### src/rtl/chtbl_pkg.sv
`timescale 1ns / 1ps

package chtbl_pkg;

    localparam int BUCKETS_DEF = 256;
    localparam int ENTRIES_DEF = 1024;

    localparam int CFG_W  = 9;
    localparam int KEY_W  = 64;
    localparam int VAL_W  = 64;
    localparam int HASH_W = 32;

    // The bucket remainder is formed DIV_BITS quotient bits per cycle.
    localparam int DIV_BITS   = 4;
    localparam int DIV_STEPS  = HASH_W / DIV_BITS;
    localparam int DIV_CNT_W  = $clog2(DIV_STEPS);

    localparam logic [HASH_W-1:0] PCG_MUL  = 32'd747796405;
    localparam logic [HASH_W-1:0] PCG_INC  = 32'd2891336453;
    localparam logic [HASH_W-1:0] PCG_MUL2 = 32'd277803737;

    typedef enum logic [1:0] {
        CMD_SET    = 2'd0,
        CMD_REMOVE = 2'd1,
        CMD_GET    = 2'd2,
        CMD_NOP    = 2'd3
    } cmd_code_t;

    typedef enum logic [3:0] {
        ST_CLEAR,
        ST_IDLE,
        ST_HASH1,
        ST_HASH2,
        ST_HASH3,
        ST_DIV,
        ST_HEAD,
        ST_HEADW,
        ST_WALK,
        ST_CMP,
        ST_POP,
        ST_INSERT,
        ST_DONE
    } state_t;

    typedef struct packed {
        logic clear_wr;
        logic load;
        logic hash1;
        logic hash2;
        logic hash3;
        logic div_step;
        logic head_take;
        logic walk_adv;
        logic hit_set;
        logic hit_remove;
        logic hit_get;
        logic take_pop;
        logic take_fresh;
        logic insert;
        logic set_full;
    } ctl_t;

    typedef struct packed {
        cmd_code_t cmd;
        logic      cur_nil;
        logic      key_match;
        logic      stack_empty;
        logic      fresh_avail;
        logic      clear_last;
    } sts_t;

endpackage

### src/rtl/chtbl_ctrl.sv
`timescale 1ns / 1ps

module chtbl_ctrl (
    input  logic              clk,
    input  logic              rst_n,
    input  logic              start,
    input  chtbl_pkg::sts_t   sts,
    output chtbl_pkg::ctl_t   ctl,
    output logic              busy,
    output logic              result_valid
);

    chtbl_pkg::state_t state_reg, state_next;
    logic [chtbl_pkg::DIV_CNT_W-1:0] div_cnt_reg, div_cnt_next;

    always_ff @(posedge clk or negedge rst_n)
    begin
        if (!rst_n)
        begin
            state_reg   <= chtbl_pkg::ST_CLEAR;
            div_cnt_reg <= '0;
        end
        else
        begin
            state_reg   <= state_next;
            div_cnt_reg <= div_cnt_next;
        end
    end

    always_comb
    begin
        state_next   = state_reg;
        div_cnt_next = div_cnt_reg;
        ctl          = '0;
        busy         = 1'b1;
        result_valid = 1'b0;
        case (state_reg)
            chtbl_pkg::ST_CLEAR:
            begin
                ctl.clear_wr = 1'b1;
                if (sts.clear_last)
                begin
                    state_next = chtbl_pkg::ST_IDLE;
                end
            end
            chtbl_pkg::ST_IDLE:
            begin
                busy = 1'b0;
                if (start)
                begin
                    ctl.load   = 1'b1;
                    state_next = chtbl_pkg::ST_HASH1;
                end
            end
            chtbl_pkg::ST_HASH1:
            begin
                if (sts.cmd == chtbl_pkg::CMD_NOP)
                begin
                    state_next = chtbl_pkg::ST_DONE;
                end
                else
                begin
                    ctl.hash1  = 1'b1;
                    state_next = chtbl_pkg::ST_HASH2;
                end
            end
            chtbl_pkg::ST_HASH2:
            begin
                ctl.hash2  = 1'b1;
                state_next = chtbl_pkg::ST_HASH3;
            end
            chtbl_pkg::ST_HASH3:
            begin
                ctl.hash3    = 1'b1;
                div_cnt_next = '0;
                state_next   = chtbl_pkg::ST_DIV;
            end
            chtbl_pkg::ST_DIV:
            begin
                ctl.div_step = 1'b1;
                div_cnt_next = div_cnt_reg + 1'b1;
                if (div_cnt_reg == chtbl_pkg::DIV_CNT_W'(chtbl_pkg::DIV_STEPS - 1))
                begin
                    state_next = chtbl_pkg::ST_HEAD;
                end
            end
            chtbl_pkg::ST_HEAD:
            begin
                state_next = chtbl_pkg::ST_HEADW;
            end
            chtbl_pkg::ST_HEADW:
            begin
                ctl.head_take = 1'b1;
                state_next    = chtbl_pkg::ST_WALK;
            end
            chtbl_pkg::ST_WALK:
            begin
                if (!sts.cur_nil)
                begin
                    state_next = chtbl_pkg::ST_CMP;
                end
                else if (sts.cmd != chtbl_pkg::CMD_SET)
                begin
                    state_next = chtbl_pkg::ST_DONE;
                end
                else if (!sts.stack_empty)
                begin
                    state_next = chtbl_pkg::ST_POP;
                end
                else if (sts.fresh_avail)
                begin
                    ctl.take_fresh = 1'b1;
                    state_next     = chtbl_pkg::ST_INSERT;
                end
                else
                begin
                    ctl.set_full = 1'b1;
                    state_next   = chtbl_pkg::ST_DONE;
                end
            end
            chtbl_pkg::ST_CMP:
            begin
                if (sts.key_match)
                begin
                    state_next = chtbl_pkg::ST_DONE;
                    case (sts.cmd)
                        chtbl_pkg::CMD_SET:    ctl.hit_set    = 1'b1;
                        chtbl_pkg::CMD_REMOVE: ctl.hit_remove = 1'b1;
                        chtbl_pkg::CMD_GET:    ctl.hit_get    = 1'b1;
                        default:               ctl.hit_get    = 1'b0;
                    endcase
                end
                else
                begin
                    ctl.walk_adv = 1'b1;
                    state_next   = chtbl_pkg::ST_WALK;
                end
            end
            chtbl_pkg::ST_POP:
            begin
                ctl.take_pop = 1'b1;
                state_next   = chtbl_pkg::ST_INSERT;
            end
            chtbl_pkg::ST_INSERT:
            begin
                ctl.insert = 1'b1;
                state_next = chtbl_pkg::ST_DONE;
            end
            chtbl_pkg::ST_DONE:
            begin
                result_valid = 1'b1;
                state_next   = chtbl_pkg::ST_IDLE;
            end
            default:
            begin
                state_next = chtbl_pkg::ST_IDLE;
            end
        endcase
    end

endmodule

### config.mk
export PLATFORM = sky130hd
export DESIGN_NAME = chtbl_ctrl
export DESIGN_NICKNAME = d
export VERILOG_FILES = /design/src/rtl/chtbl_pkg.sv /design/src/rtl/chtbl_ctrl.sv
export SDC_FILE = /design/constraint.sdc
export NUM_CORES = 1
export LEC_CHECK = 0
export ABC_CLOCK_PERIOD_IN_PS = 1300
export BUFFER_PORTS_ARGS = -buffer_cell sky130_fd_sc_hd__buf_2
export CORE_MARGIN = 2
export CORE_UTILIZATION = 40
export DETAILED_ROUTE_END_ITERATION = 12
export PLACE_DENSITY = 0.69
export SLEW_MARGIN = 20
export SYNTH_ARGS = -nofsm -noshare
export SYNTH_HDL_FRONTEND = slang
export SYNTH_SLANG_ARGS = --single-unit
### constraint.sdc
create_clock -name clk -period 1.3 [get_ports clk]
set_input_delay 0.26 -clock clk [delete_from_list [all_inputs] [get_ports clk]]
set_output_delay 0.26 -clock clk [all_outputs]
set_load 0.02 [all_outputs]
Word-level counts from Yosys, hierarchy flattened. Cells that the tools add are included.

Register bits: 7. Input bits: 10. Output and inout bits: 17.

Add/subtract/negate cells: 1. Equality and inequality tests: 19. Muxes and demuxes: 40. Reductions and logical operators: 5.

Operators with widths (count): $pmux 4 s12 (1); $mux 4 (8); $mux 1 (27); $eq 4x4->1 const B (5); $eq 4x3->1 const B (4); $mux 3 (3); $eq 4x2->1 const B (2); $ne 2x2->1 const B (3); $pmux 3 s2 (1); $eq 2x2->1 const B (2); $eq 4x1->1 const B (1); $logic_not 4->1 (1); $reduce_bool 2->1 (2); $add 3x1->3 const B (1); $eq 3x3->1 const B (1); $reduce_and 3->1 (1); $eq 2x1->1 const B (1); $logic_not 2->1 (1).

Depth between registers and ports, before layout.
Word-level depth: 5. Depth in mapped cells: 5.

Worst setup path before layout. OpenSTA, ideal clock, no wires.

Kind: reg2out. Start point: reg state_reg[2]. End point: out ctl[0] (netlist name). Arrival: 1.372 ns. Data required time: 1.040 ns. Setup slack: -0.332 ns. Stages on the path, launching flop included: 5. Path through: dfrtp_1 buf_6 nor4b_4 nand2_1 nor4_2.

RTL lines: start: declaration (RTL line chtbl_ctrl.sv:13) `chtbl_pkg::state_t state_reg, state_next;`; start signal: assignment (RTL line chtbl_ctrl.sv:20) `state_reg <= chtbl_pkg::ST_CLEAR;`; start signal: assignment (RTL line chtbl_ctrl.sv:25) `state_reg <= state_next;`; end: declaration (RTL line chtbl_ctrl.sv:8) `output chtbl_pkg::ctl_t ctl,`.

==> run metrics <==
Worst setup SP type register; max FFs per register 4; worst path arrival time 1.64 ns; Post-Synth Simple-Gate Area 0.412; via count 1,092; core area 1540 um2; # rows 14; Post-synth EDFFs 0; pwr dens 2470 nW/um2; Clock transition at path regs 0.05 ns; status finished, violations left; Clock Tree Root clkbuf_4; final weighted congestion in routability-driven placement 0.817; Yosys warnings 0; Finished Core Util 0.959; worst reg2reg path depth 6; sequential area share after synthesis 0.260; most frequent cells in the layout 28 x buf_4, 24 x buf_6, 11 x buf_2; Primary FF master, synth dfrtp_1; Slowest-stage cell, CP dfrtp_2; IR drop worst, VDD 2040 uV; Hold Crit Class in2reg; crit-path leading delay family simple AND/OR/NAND/NOR gates; CTS H-Tree Depth 1; post-synthesis mux area share 0; sequence of cells on the critical path and2b_1 -> nand4_1 -> nor3b_2 -> buf_4; leak pwr 0.633 nW; Slew @ Worst Pin 0.536 ns; share of cells above drive strength 1 0.769; Final Hold Fails 0; Die Area 2030 um2; max cap viols 0; drt drc 0; PortBufs 26; first-pass GRT wire length 3.44 mm; Clock power frac 0.057; asr flop ratio synth 1.00; Comb power frac 0.812; Cell variety after synth 37; Syn Std Cell Area 674 um2; CTS Buffer Depth 2; CP peak stage delay 0.46 ns; Final Setup Violations 24; crit-path max FO 4; DR pass1 iterations 4; starting density of the core 0.438; fmax 525 MHz; CP Capture Type output pin; dpl hpwl 1.46 mm; Pins Over Slew Limit 0; Tmin final 1.90 ns; CTS buffer count 3; dpl ws -0.197 ns; diode count 0; Mapped Nets 94; Layout area overhead 119%; syn avg cell area 8.22 um2; Worst slew margin 0.638; WS Path Type reg2out; Die H 45.1 um; Die Wd 45.1 um; Global Route Usage Sum 0.240; period utilization 1.46; Worst-Skew Late Latency 0.26 ns; Post-DRT Antenna Nets 0; gr ovfl total 0; largest net degree at the start of global routing 13; IO Pins 27; Pint 1.90 mW; post-synthesis compound-gate area fraction 0.199; sw power 1.74 mW; failing checks setup timing; drt wl/cell 25.7 um; combinational family with the most area after synthesis simple AND/OR/NAND/NOR gates; clock sink count 7; Synth Area in Adders 0.0371; Total Wirelength 4.09 mm; most common cell after layout, fill and taps aside buf_4; Final #Nets 156; data required time at the worst endpoint 1.04 ns; hold slack final 0.345 ns; xor-xnor portion of the synthesized cell area 0; Crit path depth 4; post-synthesis cell count 82; RSZ-0062 raised after global routing yes; hold path cells 3; vias per inst 6.87; Critical path buffers and inverters 1; sequential power share 0.131; initial DRC count 42; CTS tree done; final setup TNS -7.88 ns; Worst Clk Skew 0.00238 ns; number of global-route vias before repair 797; fin worst setup slack -0.604 ns; switch share 0.478; #FFs+latches synth 7; initial antenna violation count 0
-- per-stage QoR --
step	std cells	area, um2	power [mW]
after floorplan	82	753	1.45
after global placement	136	1000	1.94
after detailed placement	136	1000	1.97
after CTS	149	1230	2.68
after global routing	159	1480	3.77
final	159	1480	3.64
-- layout make-up --
cell class,instances,area (um2)
Fill cell,32,63.8
Clock buffer,4,26.3
Sequential cell,7,179
Timing Repair Buffer,65,566
Inverter,3,11.3
Multi-Input combinational cell,64,676
Tap cell,16,20.0
-- layer usage --
layer	up-vias	part of all wire	GRT usage
met1	500	0.31	0.280
met2	118	0.49	0.429
met4	0	0.086	0.124
met3	44	0.11	0.0240
li1	430	-	-
met5	-	0	0
-- path summary, 6_finish.rpt --
path                           startpoint             end  slack, ns
max                          state_reg[1]          ctl[4]      -0.60
min                                sts[0]    state_reg[0]       0.35
max reg2reg                  state_reg[2]  div_cnt_reg[0]      -0.28
min reg2reg                div_cnt_reg[1]  div_cnt_reg[1]       0.57
max in group asynchronous           rst_n    state_reg[0]       0.77
min in group asynchronous           rst_n    state_reg[3]       0.37
-- worst min-delay path: stages --
cell and delay (ns):
buf_2 0.12, inv_1 0.09, a32oi_1 0.09
-- power groups by stage --
| stage | sequential, mW | combinational, mW | clock, mW |
|---|---|---|---|
| 2_1_floorplan | 0.386 | 1.06 | 0 |
| 3_3_place_gp | 0.396 | 1.54 | 0 |
| 6_report | 0.478 | 2.96 | 0.209 |
| 4_1_cts | 0.427 | 2.05 | 0.204 |
| 5_1_grt | 0.478 | 3.07 | 0.223 |
| 3_5_place_dp | 0.404 | 1.57 | 0 |
-- cells by family (layout without fill, tap and decap cells) --
| group | Yosys count | count (layout) |
|---|---|---|
| compound gates | 19 | 19 |
| simple gates | 43 | 43 |
| flops | 7 | 7 |
| fa+ha+maj | 2 | 2 |
| buf+inv | 11 | 72 |
-- synth_stat cells (2+ instances only) --
library cell  instances  area share
a32oi_1               2       0.026
and2b_1               2       0.022
and3_1                3       0.028
buf_2                 5       0.037
buf_4                 2       0.022
dfrtp_1               7        0.26
ha_1                  2       0.037
inv_1                 3       0.017
nand2_1              10       0.056
nand2b_1              2       0.019
nor2_1                6       0.033
nor3_1                4       0.030
nor3b_1               5       0.056
nor3b_2               2       0.037
o21ai_0               3       0.022
o22ai_1               2       0.019
o31ai_1               2       0.022
-- repair_timing --
item	4_1_cts	5_1_grt
cloned	1	0
gates resized for setup	43	41
endpoints found under the hold margin	7	0
setup buffers	7	12
pin swaps	14	15
hold buffers	1	0
setup endpoints to repair	24	24
Power figures use the tool's default switching activity.
